## src/hw/rtl/assert_macros.svh

```systemverilog
// ----------------------------------------------------------------------------
// assert_macros.svh
// Shorthand for clocked assertions; expects i_clk and i_rst_n in scope.
// ----------------------------------------------------------------------------
`ifndef ASSERT_MACROS_SVH
`define ASSERT_MACROS_SVH

// same-cycle implication
`define SFBC_ASSERT_IMP(lbl, ante, cons, msg) \
    lbl: assert property (@(posedge i_clk) disable iff (!i_rst_n) \
        (ante) |-> (cons)) else $error(msg);

// next-cycle implication
`define SFBC_ASSERT_NXT(lbl, ante, cons, msg) \
    lbl: assert property (@(posedge i_clk) disable iff (!i_rst_n) \
        (ante) |=> (cons)) else $error(msg);

`endif

```

## src/hw/rtl/sfbc_pkg.sv

```systemverilog
`timescale 1ns / 1ps
// ----------------------------------------------------------------------------
// sfbc_pkg
// Types, codes and defaults shared by the free block cache modules.
// ----------------------------------------------------------------------------
package sfbc_pkg;

    localparam int SHARD_COUNT_DEF    = 16;
    localparam int SHARD_CAPACITY_DEF = 4;
    localparam int HEADER_BYTES_DEF   = 16;
    localparam int SIZE_GRANULE_DEF   = 1024;

    localparam int DIV_STEPS = 5;
    localparam int DIV_CW    = 3;

    localparam logic [1:0] FUNC_GET       = 2'd0;
    localparam logic [1:0] FUNC_RELEASE   = 2'd1;
    localparam logic [1:0] FUNC_FLUSH     = 2'd2;
    localparam logic [1:0] FUNC_FLUSH_OLD = 2'd3;

    localparam logic [1:0] LVL_NONE    = 2'd0;
    localparam logic [1:0] LVL_QUARTER = 2'd1;
    localparam logic [1:0] LVL_HALF    = 2'd2;
    localparam logic [1:0] LVL_ALL     = 2'd3;

    typedef struct packed {
        logic [1:0]  func;
        logic [31:0] request_size;
        logic [31:0] block_addr;
        logic [1:0]  pressure;
    } t_item;

    typedef struct packed {
        logic        hit;
        logic [31:0] user_addr;
        logic        free_valid;
        logic [31:0] free_addr;
        logic [6:0]  cached_total;
        logic        last;
    } t_result;

    typedef struct packed {
        logic load;
        logic div_step;
        logic set_home;
        logic next_shard;
        logic rd_slot;
        logic rd_next;
        logic wr_shift;
        logic slot_inc;
        logic rm_done;
        logic cap_found;
        logic append;
        logic load_cut;
        logic cut_dec;
        logic emit_hit;
        logic emit_miss;
        logic emit_rel;
        logic pend_push;
        logic flush_end;
    } t_cmd;

    typedef struct packed {
        logic [1:0] func;
        logic       div_done;
        logic       slot_lt_fill;
        logic       next_lt_fill;
        logic       fits;
        logic       full;
        logic       adv_done;
        logic       cut_zero;
    } t_stat;

endpackage

```

## src/hw/rtl/sfbc_ctrl.sv

```systemverilog
`timescale 1ns / 1ps
// ----------------------------------------------------------------------------
// sfbc_ctrl
// Sequencer for get, release and flush operations.
// ----------------------------------------------------------------------------
`include "assert_macros.svh"

module sfbc_ctrl (
    input  logic            i_clk,
    input  logic            i_rst_n,
    input  logic            start,
    input  logic [1:0]      i_func,
    input  sfbc_pkg::t_stat i_stat,
    output sfbc_pkg::t_cmd  o_cmd,
    output logic            busy
);
    import sfbc_pkg::*;

    typedef enum logic [13:0] {
        S_IDLE    = 14'b00000000000001,
        S_DIV     = 14'b00000000000010,
        S_G_SCAN  = 14'b00000000000100,
        S_G_CMP   = 14'b00000000001000,
        S_G_HIT   = 14'b00000000010000,
        S_REL_CHK = 14'b00000000100000,
        S_REL_EV  = 14'b00000001000000,
        S_REL_APP = 14'b00000010000000,
        S_F_CUT   = 14'b00000100000000,
        S_F_CHK   = 14'b00001000000000,
        S_F_GOT   = 14'b00010000000000,
        S_F_END   = 14'b00100000000000,
        S_R_RD    = 14'b01000000000000,
        S_R_WR    = 14'b10000000000000
    } t_state;

    t_state r_state;
    t_state n_state;

    always_comb begin
        n_state = r_state;
        o_cmd   = '0;
        unique case (r_state)
            S_IDLE: begin
                if (start) begin
                    o_cmd.load = 1'b1;
                    n_state    = (i_func == FUNC_GET || i_func == FUNC_RELEASE)
                                 ? S_DIV : S_F_CUT;
                end
            end
            S_DIV: begin
                if (i_stat.div_done) begin
                    o_cmd.set_home = 1'b1;
                    n_state = (i_stat.func == FUNC_GET) ? S_G_SCAN : S_REL_CHK;
                end else begin
                    o_cmd.div_step = 1'b1;
                end
            end
            S_G_SCAN: begin
                if (i_stat.slot_lt_fill) begin
                    o_cmd.rd_slot = 1'b1;
                    n_state       = S_G_CMP;
                end else if (i_stat.adv_done) begin
                    o_cmd.emit_miss = 1'b1;
                    n_state         = S_IDLE;
                end else begin
                    o_cmd.next_shard = 1'b1;
                end
            end
            S_G_CMP: begin
                if (i_stat.fits) begin
                    o_cmd.cap_found = 1'b1;
                    n_state         = S_R_RD;
                end else begin
                    o_cmd.slot_inc = 1'b1;
                    n_state        = S_G_SCAN;
                end
            end
            S_G_HIT: begin
                o_cmd.emit_hit = 1'b1;
                n_state        = S_IDLE;
            end
            S_REL_CHK: begin
                if (i_stat.full) begin
                    o_cmd.rd_slot = 1'b1;
                    n_state       = S_REL_EV;
                end else begin
                    n_state = S_REL_APP;
                end
            end
            S_REL_EV: begin
                o_cmd.cap_found = 1'b1;
                n_state         = S_R_RD;
            end
            S_REL_APP: begin
                o_cmd.append   = 1'b1;
                o_cmd.emit_rel = 1'b1;
                n_state        = S_IDLE;
            end
            S_F_CUT: begin
                o_cmd.load_cut = 1'b1;
                n_state        = S_F_CHK;
            end
            S_F_CHK: begin
                if (!i_stat.cut_zero) begin
                    o_cmd.rd_slot = 1'b1;
                    n_state       = S_F_GOT;
                end else if (i_stat.adv_done) begin
                    n_state = S_F_END;
                end else begin
                    o_cmd.next_shard = 1'b1;
                    n_state          = S_F_CUT;
                end
            end
            S_F_GOT: begin
                o_cmd.pend_push = 1'b1;
                o_cmd.cut_dec   = 1'b1;
                n_state         = S_R_RD;
            end
            S_F_END: begin
                o_cmd.flush_end = 1'b1;
                n_state         = S_IDLE;
            end
            S_R_RD: begin
                if (i_stat.next_lt_fill) begin
                    o_cmd.rd_next = 1'b1;
                    n_state       = S_R_WR;
                end else begin
                    o_cmd.rm_done = 1'b1;
                    priority if (i_stat.func == FUNC_GET) begin
                        n_state = S_G_HIT;
                    end else if (i_stat.func == FUNC_RELEASE) begin
                        n_state = S_REL_APP;
                    end else begin
                        n_state = S_F_CHK;
                    end
                end
            end
            S_R_WR: begin
                o_cmd.wr_shift = 1'b1;
                o_cmd.slot_inc = 1'b1;
                n_state        = S_R_RD;
            end
            default: begin
                n_state = S_IDLE;
            end
        endcase
    end

    always_ff @(posedge i_clk) begin
        if (!i_rst_n) begin
            r_state <= S_IDLE;
        end else begin
            r_state <= n_state;
        end
    end

    assign busy = r_state != S_IDLE;

    `SFBC_ASSERT_NXT(a_start_leaves_idle, start && !busy, busy, "accepted word did not start work")

endmodule

```

## config.mk

```make
export PLATFORM = sky130hd
export DESIGN_NAME = sfbc_ctrl
export DESIGN_NICKNAME = d
export VERILOG_FILES = /design/src/hw/rtl/sfbc_pkg.sv /design/src/hw/rtl/sfbc_ctrl.sv
export VERILOG_INCLUDE_DIRS = /design/src /design/src/hw/rtl
export SDC_FILE = /design/constraint.sdc
export NUM_CORES = 1
export LEC_CHECK = 0
export BUFFER_PORTS_ARGS = -buffer_cell sky130_fd_sc_hd__buf_2
export CAP_MARGIN = 20
export CORE_ASPECT_RATIO = 0.6
export CORE_UTILIZATION = 31
export CTS_BUF_LIST = sky130_fd_sc_hd__clkbuf_2 sky130_fd_sc_hd__clkbuf_4 sky130_fd_sc_hd__clkbuf_8
export CTS_CLUSTER_DIAMETER = 40
export CTS_CLUSTER_SIZE = 25
export DETAILED_ROUTE_END_ITERATION = 16
export MAX_ROUTING_LAYER = met4
export SLEW_MARGIN = 20
export SYNTH_ARGS = -nofsm -noshare
export SYNTH_HDL_FRONTEND = slang
export SYNTH_SLANG_ARGS = --single-unit
```

## constraint.sdc

```tcl
create_clock -name i_clk -period 2.5 [get_ports i_clk]
set_clock_uncertainty 0.15 [all_clocks]
set_input_delay 0.625 -clock i_clk [delete_from_list [all_inputs] [get_ports i_clk]]
set_output_delay 0.625 -clock i_clk [all_outputs]
set_load 0.005 [all_outputs]
```

==> results.md, run 1 <==
- Result of the run: completed
- Number of library cell types mapped by synthesis: 38
- Post-CTS Hold Buffers: 0
- Cell Area, Synth: 976 µm²
- WHS: 0.444 ns
- Initial Util: 33.3%
- H-Tree Depth: 1
- Pins Over Slew Limit: 0
- Root Driver: clkbuf_8
- Placed cell count: 205
- Initial antenna violation count: 0
- CP startpoint kind: flip-flop
- Final Hold Fails: 0
- Clk buf depth: 2
- Area growth from synthesis to layout: 54.0%
- Via count: 1,149
- Number of global-route vias before repair: 978
- Top reg by flops: r_state
- IO Count: 33
- Yosys top cell area share: 28.7%
- Pleak: 0.673 nW
- Die ar.: 3380 µm²
- Area of the multi-input gates: 759 µm²
- TritonCTS clock tree: built
- Ys Warns: 0
- Max-capacitance violation count: 0
- Diode count: 0
- Die H: 45.5 µm
- Wire length of the first global-routing pass: 4.65 mm
- Worst Path Required: 1.73 ns
- Share of layout cells above drive strength 1: 48.6%
- CTS buffer count: 3
- Minimum clock period: 2.49 ns
- Sequential fraction of the synthesis area: 28.7%
- Most frequent cells in the layout: 31 x buf_2, 20 x buf_4, 18 x nor2_1, 10 x dfxtp_1, 9 x inv_1
- Cells after Synth: 124
- WHS Path Cells: 2
- Seq cells post-synth: 14
- DRC violations left: 0
- Top Registers: r_state (14)
- Initial DRC count: 158
- Maximum vdd drop: 0.000263 V
- Post-synth top area cell: dfxtp_1
- I/O Buffers: 31
- CP Max Fanout: 4
- RSZ-0062 raised after global routing: yes
- Type of destination of the critical path: primary output
- Non-filler cells, final: 217
- # setup viols final: 0
- Commonest non-fill, non-tap cell in the layout: buf_2
- Setup Crit Path Kind: reg2out
- Routed length per instance: 14.5 µm
- Congestion Overflow GR: 0
- Final ANT Viol Nets: 0
- Core area: 2930 µm²
- Clk slew on worst S/H paths: 0.06 ns
- Post-DP HPWL: 2.29 mm
- Final wirelength: 3.14 mm
- Routability cong.: 0.977
- Register area: 285 µm²
- Tightest Pin Transition: 0.309 ns
- Largest net degree at the start of global routing: 9
- CTS Sinks: 14
- Final worst-path cycle share: 99.5%
- Worst Path Arrival: 1.71 ns
- Nets: 190
- Worst Reg-to-Reg Cells: 6
- Rel. slew slack: 79.3%
- Rows: 15
- Latest clock arrival within the worst-skew pair: 0.24 ns
- Gr usage total: 19.4%
- Max reg flops: 14
- Die X: 74.4 µm
- Fin util: 51.3%
- Hold WC Path Type: reg2reg
- FMAX: 0.402 GHz
- Ranking of synthesized cells by area: dfxtp_1 29%, nor2_1 8.5%, nor4_4 4.4%
- DRT Pass-1 Iters: 4
- Post-synth net total: 138
- FILL cells: 296
- Vias per inst: 5.29
- PwrDens: 436 nW/µm²
- Syn_area_per_cell: 7.87 µm²
per-stage QoR:
step / cell area [µm²] / TNS [ns] / total power [W] / setup WS [ns]
4_1_cts: 1370 / -0.0107 / 0.000618 / -0.0107
2_1_floorplan: 976 / 0 / 0.000327 / 0.158
3_3_place_gp: 1250 / 0 / 0.000381 / 0.143
3_5_place_dp: 1250 / 0 / 0.000384 / 0.122
6_report: 1500 / 0 / 0.000655 / 0.0116
5_1_grt: 1500 / -0.350 / 0.000685 / -0.0882
power by group:
| part | leakage, nW | switching (W) | internal (W) | total, W |
|---|---|---|---|---|
| sequential | 0.114 | 0.00000625 | 0.000230 | 0.000237 |
| combinational | 0.530 | 0.000108 | 0.0000914 | 0.000200 |
| clock | 0.0288 | 0.0000793 | 0.000139 | 0.000218 |
| total | 0.673 | 0.000194 | 0.000461 | 0.000655 |
worst paths after layout:
check | from | end | slack [ns]
min reg2reg | r_state[12]$_SDFFE_PN0P_ | r_state[13]$_SDFFE_PN0P_ | 0.44
max | r_state[0]$_SDFFE_PN1P_ | o_cmd[14] | 0.01
max reg2reg | r_state[7]$_SDFFE_PN0P_ | r_state[7]$_SDFFE_PN0P_ | 0.45
min | r_state[12]$_SDFFE_PN0P_ | r_state[13]$_SDFFE_PN0P_ | 0.44
synth_stat cells:
cell type  number
nand2b_1        2
nor3b_1         3
o31ai_2         1
and4_1          1
nor4b_4         1
xor2_1          4
o21ai_0         4
a21oi_1         3
and2_1          3
nand3_1         6
nand4_1         3
nand4_4         1
nor3_1          6
and3_1          2
buf_2           2
inv_1           9
nor3_2          1
nor4_2          1
a31oi_1         2
a211oi_1        2
nand4_2         1
and3b_1         1
or2_2           1
o22ai_1         1
a2bb2oi_1       1
nand3b_1        2
nor4b_1         2
nor2b_1         1
nor4_1          3
buf_4           3
o2111ai_1       2
o211ai_1        1
or3_1           2
nand2_1         7
nor2_1         22
a32oi_1         1
nor4_4          2
dfxtp_1        14
metal layers:
metal | vias to the layer above | GRT usage [%] | share of wire (%)
met3 | 0 | 5.75 | 12
li1 | 548 | - | -
met4 | 0 | 2.26 | 0
met1 | 536 | 29.1 | 46
met2 | 65 | 25.8 | 42
met5 | - | - | 0
layout make-up:
type,instances,area share [%]
Timing Repair Buffer,52,21.1
Inverter,9,2.25
Clock buffer,4,3.66
Tap cell,42,3.50
Multi-Input combinational cell,96,50.5
Sequential cell,14,19.0
timing repair:
| action | in CTS | in global routing |
|---|---|---|
| pin swaps | 4 | 14 |
| gates cloned | 0 | 0 |
| buffers inserted | 3 | 5 |
| endpoints found under the setup margin | 8 | 18 |
| resized for setup | 9 | 20 |
kinds of logic after synthesis:
logic type             synth area share (%)
AND/OR/NAND/NOR                        48.2
AO/OA/AOI/OAI                          12.7
flip-flops                             28.7
buffers and inverters                  6.79
XOR/XNOR                               3.59
worst max-delay path: stages (launching register included):
cell and delay (ns):
dfxtp_2 0.33, nor4_4 0.35, buf_4 0.20, and4_4 0.26, nand3_4 0.08, a21oi_2 0.13
buf_2 0.12
Note: power is estimated with default switching activity, not from simulation.
==> run 2: changes to the inputs <==
--- a/config.mk
+++ b/config.mk
@@ -10,7 +10,7 @@
 export CAP_MARGIN = 20
 export CORE_ASPECT_RATIO = 0.6
 export CORE_UTILIZATION = 31
-export CTS_BUF_LIST = sky130_fd_sc_hd__clkbuf_2 sky130_fd_sc_hd__clkbuf_4 sky130_fd_sc_hd__clkbuf_8
+export CTS_BUF_LIST = sky130_fd_sc_hd__clkbuf_16
 export CTS_CLUSTER_DIAMETER = 40
 export CTS_CLUSTER_SIZE = 25
 export DETAILED_ROUTE_END_ITERATION = 16
==> run 2 against run 1 <==
Net effect:
- core utilization increased by 0.64 points
- sequential share of layout area decreased by 0.32 points
- combinational power about the same
- cell count increased by 0.46%
- critical path depth unchanged
- die area unchanged
- global-route usage increased by 0.73 points
- hold slack got worse by 0.047 ns
- setup slack got worse by 0.0061 ns
- register-to-register slack got worse by 0.16 ns
- maximum frequency decreased by 0.24%
==> results.md, run 2 (same netlist as run 1, synthesis figures left out) <==
- CTS buffer count: 3 (unchanged)
- H-Tree Depth: 1 (unchanged)
- Worst Path Arrival: 1.72 ns (about the same)
- FILL cells: 296 (unchanged)
- TNS Setup: 0 ns (unchanged)
- Routed length per instance: 14.7 µm (+2.0%)
- Top reg by flops: r_state
- Share of layout cells above drive strength 1: 48.9% (+0.29 points)
- # setup viols final: 0 (unchanged)
- Max-capacitance violation count: 0 (unchanged)
- CP Max Fanout: 4 (unchanged)
- Clk slew on worst S/H paths: 0.05 ns (about the same)
- Nets: 191 (+0.53%)
- Top Registers: r_state (14)
- Initial antenna violation count: 0 (unchanged)
- Tightest Pin Transition: 0.354 ns (+0.0448 ns)
- R2r startpoint: r_state[11]$_SDFFE_PN0P_
- Final wirelength: 3.22 mm (+2.5%)
- RSZ-0062 raised after global routing: yes
- Hold WC Path Type: reg2reg
- Wire length of the first global-routing pass: 4.78 mm (+2.8%)
- Rel. slew slack: 76.4% (-2.9 points)
- Final worst setup slack: 0.00558 ns (-0.00607 ns)
- Critical Path Stages: 6 (unchanged)
- Largest net degree at the start of global routing: 9 (unchanged)
- Sw frac: 27.7% (-1.9 points)
- Type of destination of the critical path: primary output
- Final ANT Viol Nets: 0 (unchanged)
- Core area: 2930 µm² (unchanged)
- WHS Path Cells: 2 (unchanged)
- DRT Pass-1 Iters: 4 (unchanged)
- Die X: 74.4 µm (unchanged)
- PwrDens: 488 nW/µm² (+12%)
- CTS Sinks: 14 (unchanged)
- Post-CTS Hold Buffers: 0 (unchanged)
- Routability cong.: 0.977 (unchanged)
- Rows: 15 (unchanged)
- Gr usage total: 20.2% (+0.73 points)
- DRC violations left: 0 (unchanged)
- Initial Util: 33.3% (unchanged)
- I/O Buffers: 31 (unchanged)
- Diode count: 0 (unchanged)
- Post-DP HPWL: 2.29 mm (unchanged)
- Combinational Power Share: 26.7% (-3.8 points)
- Design Power: 0.000742 W (+13%)
- Fin util: 52.0% (+0.64 points)
- Die ar.: 3380 µm² (unchanged)
- Root Driver: clkbuf_16
- Setup Crit Path Kind: reg2out
- Vias per inst: 5.20 (-1.8%)
- Die H: 45.5 µm (unchanged)
- Min-delay src: r_state[12]$_SDFFE_PN0P_
- Final Hold Fails: 0 (unchanged)
- Minimum clock period: 2.49 ns (+0.00607 ns)
- Number of global-route vias before repair: 986 (+0.82%)
- Via count: 1,134 (-1.3%)
- Commonest non-fill, non-tap cell in the layout: buf_2
- Congestion Overflow GR: 0 (unchanged)
- Psw: 0.000206 W (+6.1%)
- TritonCTS clock tree: built
- Initial DRC count: 149 (-5.7%)
- Most frequent cells in the layout: 31 x buf_2, 21 x buf_4, 17 x nor2_1, 11 x dfxtp_1, 9 x inv_1
- Pleak: 0.691 nW (+2.7%)
- Critical Path Max Stage Delay: 0.36 ns (about the same)
- Worst Path Buf+Inv: 2 (unchanged)
- Max reg flops: 14 (unchanged)
- Worst Reg-to-Reg Cells: 7 (+1)
- Worst setup path startpoint: r_state[0]$_SDFFE_PN1P_
- Final worst-path cycle share: 99.8% (+0.24 points)
- Placement Setup Slack: 0.122 ns (unchanged)
- Clk buf depth: 2 (unchanged)
- Worst Path Required: 1.73 ns (about the same)
- CP startpoint kind: flip-flop
- Latest clock arrival within the worst-skew pair: 0.24 ns (about the same)
- Result of the run: completed
- CP top delay family: simple AND/OR/NAND/NOR gates
- Pins Over Slew Limit: 0 (unchanged)
- FMAX: 0.401 GHz (-0.24%)
- Area growth from synthesis to layout: 55.9%
- Crit-path slowest cell: nor4_4
- Maximum vdd drop: 0.000284 V (+8.2%)
- IO Count: 33 (unchanged)
- P_int: 0.000537 W (+16%)
- Sequential Power Share: 32.0% (-4.1 points)
- CP Cell Sequence: nor4_4 -> buf_4 -> and4_4 -> nand3_4 -> a21oi_2 -> buf_2
- Clock share of power: 41.3% (+7.9 points)
==> run 2: power by group through the flow <==
stage | Clock [W] | Sequential [W] | Combinational, W
after floorplan | 0 | 0.000243 | 0.0000845
after global placement | 0 | 0.000239 | 0.000141
after detailed placement | 0 | 0.000239 | 0.000144
after CTS | 0.000308 | 0.000236 | 0.000161
after global routing | 0.000320 | 0.000238 | 0.000214
final | 0.000307 | 0.000237 | 0.000198
==> run 2: what timing repair did <==
| item | CTS | global route |
|---|---|---|
| gates resized for setup | 9 | 19 |
| setup endpoints to repair | 11 | 18 |
| cloned | 0 | 0 |
| hold endpoints to repair | 0 | 0 |
| buffers inserted | 4 | 5 |
| pin swaps | 4 | 12 |
==> run 2: cell type report <==
class,instances,area (µm²),area share [%]
clock buffers,3,75.1,4.93
flip-flops and latches,14,284,18.7
multi-input cells,96,748,49.2
repair buffers,53,324,21.3
inverters,9,33.8,2.22
clock inverters,1,3.75,0.247
well taps,42,52.6,3.45
==> run 2: worst min-delay path, cell delays in order (launching register included) <==
cell and delay (ns):
dfxtp_2 0.36, nand2_1 0.09, nor4_1 0.05
==> run 2: routing by layer <==
metal / GRT usage, % / part of all wire [%]
met3: 7.08 / 10
met5: - / 0
met4: 3.77 / 0.72
met1: 28.9 / 47
met2: 26.8 / 42
==> run 2: through the flow <==
step / std cells / hold WS (ns) / cell area, µm²
after floorplan: 124 / 0.398 / 976
after global placement: 205 / 0.434 / 1250
after detailed placement: 205 / 0.446 / 1250
after CTS: 213 / 0.450 / 1400
after global routing: 218 / 0.419 / 1520
final: 218 / 0.397 / 1520
==> run 2: final timing paths <==
| check | endpoint | slack [ns] |
|---|---|---|
| max | o_cmd[14] | 0.006 |
| min reg2reg | r_state[13]$_SDFFE_PN0P_ | 0.40 |
| max reg2reg | r_state[7]$_SDFFE_PN0P_ | 0.29 |
| min | r_state[13]$_SDFFE_PN0P_ | 0.40 |
==> run 3: changes to the inputs <==
--- a/config.mk
+++ b/config.mk
@@ -15,6 +15,7 @@
 export CTS_CLUSTER_SIZE = 25
 export DETAILED_ROUTE_END_ITERATION = 16
 export MAX_ROUTING_LAYER = met4
+export REMOVE_ABC_BUFFERS = 1
 export SLEW_MARGIN = 20
 export SYNTH_ARGS = -nofsm -noshare
 export SYNTH_HDL_FRONTEND = slang
==> run 3 against run 2 <==
Net effect:
- the run now ends with setup timing left
- first-iteration DRC count decreased by 40%
- core utilization decreased by 0.85 points
- flip-flop and latch count stayed put
- wire length shrank 3.7%
- die area is the same
- register-to-register slack worse by 0.03 ns
- largest power group unchanged
- clock power fell by 3%
- setup slack worse by 0.031 ns
- highest routed layer unchanged
- combinational power shrank 3%
- non-clock buffer count fell by 2
- hold slack improved by 0.084 ns
==> results.md, run 3 (same netlist as run 1, synthesis figures left out) <==
- Post-DP HPWL: 2.32 mm (+1.2%)
- # setup viols final: 1 (+1)
- Vias per inst: 5.13 (-1.5%)
- Setup Crit Path Kind: reg2out
- TritonCTS clock tree: built
- Clk buf depth: 2 (unchanged)
- Final worst setup slack: -0.0253 ns (-0.0309 ns)
- Result of the run: finished, violations left
- Via count: 1,107 (-2.4%)
- Routability cong.: 0.820 (-16%)
- Root Driver: clkbuf_16
- Gr usage total: 19.0% (-1.2 points)
- Pleak: 0.673 nW (-2.6%)
- Tightest Pin Transition: 0.371 ns (+0.0169 ns)
- Core area: 2930 µm² (unchanged)
- Die H: 45.5 µm (unchanged)
- DRT Pass-1 Iters: 6 (+2)
- Failing checks: setup timing
- Latest clock arrival within the worst-skew pair: 0.24 ns (about the same)
- Area growth from synthesis to layout: 53.3%
- Final Hold Fails: 0 (unchanged)
- I/O Buffers: 31 (unchanged)
- CP startpoint kind: flip-flop
- Most frequent cells in the layout: 29 x buf_2, 18 x buf_4, 17 x nor2_1, 13 x dfxtp_1, 9 x inv_1
- Routed length per instance: 14.3 µm (-2.8%)
- Top Registers: r_state (14)
- CTS buffer count: 3 (unchanged)
- Die X: 74.4 µm (unchanged)
- Commonest non-fill, non-tap cell in the layout: buf_2
- RSZ-0062 raised after global routing: yes
- CTS Sinks: 14 (unchanged)
- PwrDens: 485 nW/µm² (-0.49%)
- Pins Over Slew Limit: 0 (unchanged)
- Worst Path Arrival: 1.75 ns (+0.03 ns)
- Clk slew on worst S/H paths: 0.05 ns (about the same)
- Congestion Overflow GR: 0 (unchanged)
- Final worst-path cycle share: 101% (+1.2 points)
- Initial antenna violation count: 0 (unchanged)
- Max reg flops: 14 (unchanged)
- IO Count: 33 (unchanged)
- Number of global-route vias before repair: 969 (-1.7%)
- Hold WC Path Type: reg2reg
- Type of destination of the critical path: primary output
- Initial Util: 33.3% (unchanged)
- Rows: 15 (unchanged)
- Worst Path Required: 1.73 ns (about the same)
- CP Max Fanout: 7 (+3)
- Die ar.: 3380 µm² (unchanged)
- Maximum vdd drop: 0.000336 V (+18%)
- Diode count: 0 (unchanged)
- Wire length of the first global-routing pass: 4.60 mm (-3.9%)
- Post-DP Area: 1260 µm² (+0.60%)
- Nets: 189 (-1.0%)
- H-Tree Depth: 1 (unchanged)
- Max-capacitance violation count: 0 (unchanged)
- DRC violations left: 0 (unchanged)
- WHS: 0.480 ns (+0.0835 ns)
- Post-CTS Hold Buffers: 0 (unchanged)
- Minimum clock period: 2.53 ns (+0.0309 ns)
- FMAX: 0.396 GHz (-1.2%)
- Final Instance Area: 1500 µm² (-1.6%)
- Top reg by flops: r_state
- Initial DRC count: 89 (-40%)
- Largest net degree at the start of global routing: 9 (unchanged)
- Share of layout cells above drive strength 1: 44.3% (-4.6 points)
- Rel. slew slack: 75.3% (-1.1 points)
- Final ANT Viol Nets: 0 (unchanged)
- Final wirelength: 3.10 mm (-3.7%)
run 3: what timing repair did:
action	4_1_cts	5_1_grt
endpoints found under the setup margin	7	14
pin swaps	2	11
buffers inserted	0	6
gates resized for setup	7	20
run 3: worst paths after layout:
check	from	endpoint	slack [ns]	cells after the start
worst max register to register	r_state[11]$_SDFFE_PN0P_	r_state[12]$_SDFFE_PN0P_	0.26	7
worst max-delay path	r_state[13]$_SDFFE_PN0P_	o_cmd[13]	-0.03	6
worst min register to register	r_state[12]$_SDFFE_PN0P_	r_state[13]$_SDFFE_PN0P_	0.48	2
worst min-delay path	r_state[12]$_SDFFE_PN0P_	r_state[13]$_SDFFE_PN0P_	0.48	2
run 3: cell type report:
| type | count | area, µm² |
|---|---|---|
| Tap cell | 42 | 52.6 |
| Inverter | 9 | 33.8 |
| Timing Repair Buffer | 51 | 325 |
| Clock buffer | 3 | 75.1 |
| Clock inverter | 1 | 3.75 |
| Fill cell | 307 | 1430 |
| Multi-Input combinational cell | 96 | 722 |
| Sequential cell | 14 | 284 |
run 3: where the power goes:
part           internal (W)  switching (W)  leakage (nW)
Sequential         0.000229     0.00000684         0.114
Clock              0.000211      0.0000870        0.0385
Combinational     0.0000919       0.000101         0.520
Total              0.000532       0.000194         0.673
run 3: per-stage QoR:
| step | total power, W | setup TNS (ns) | worst slack [ns] | cells | utilization [%] |
|---|---|---|---|---|---|
| CTS | 0.000694 | 0 | 0.0153 | 210 | 46.8 |
| global route | 0.000761 | -0.526 | -0.104 | 216 | 51.1 |
| floorplan | 0.000325 | 0 | 0.184 | 119 | - |
| detailed placement | 0.000383 | 0 | 0.165 | 206 | 42.9 |
| global placement | 0.000382 | 0 | 0.144 | 206 | 42.9 |
| finish | 0.000726 | -0.0253 | -0.0253 | 216 | 51.1 |
run 3: worst max-delay path: stages (launching register included):
cell and delay, ns:
dfxtp_4 0.35, nor4_4 0.34, buf_6 0.20, and3_1 0.20, nand4_1 0.18, nand3_1 0.12
buf_2 0.12
run 3: per-layer routing:
metal | GRT usage (%) | vias to the layer above | routed length, µm | share of wire [%]
met4 | 4.53 | 0 | 19 | 0.61
met3 | 3.98 | 6 | 193 | 6.2
met2 | 24.7 | 42 | 1270 | 41
met5 | - | - | 0 | 0
met1 | 28.8 | 510 | 1620 | 52
li1 | - | 549 | - | -
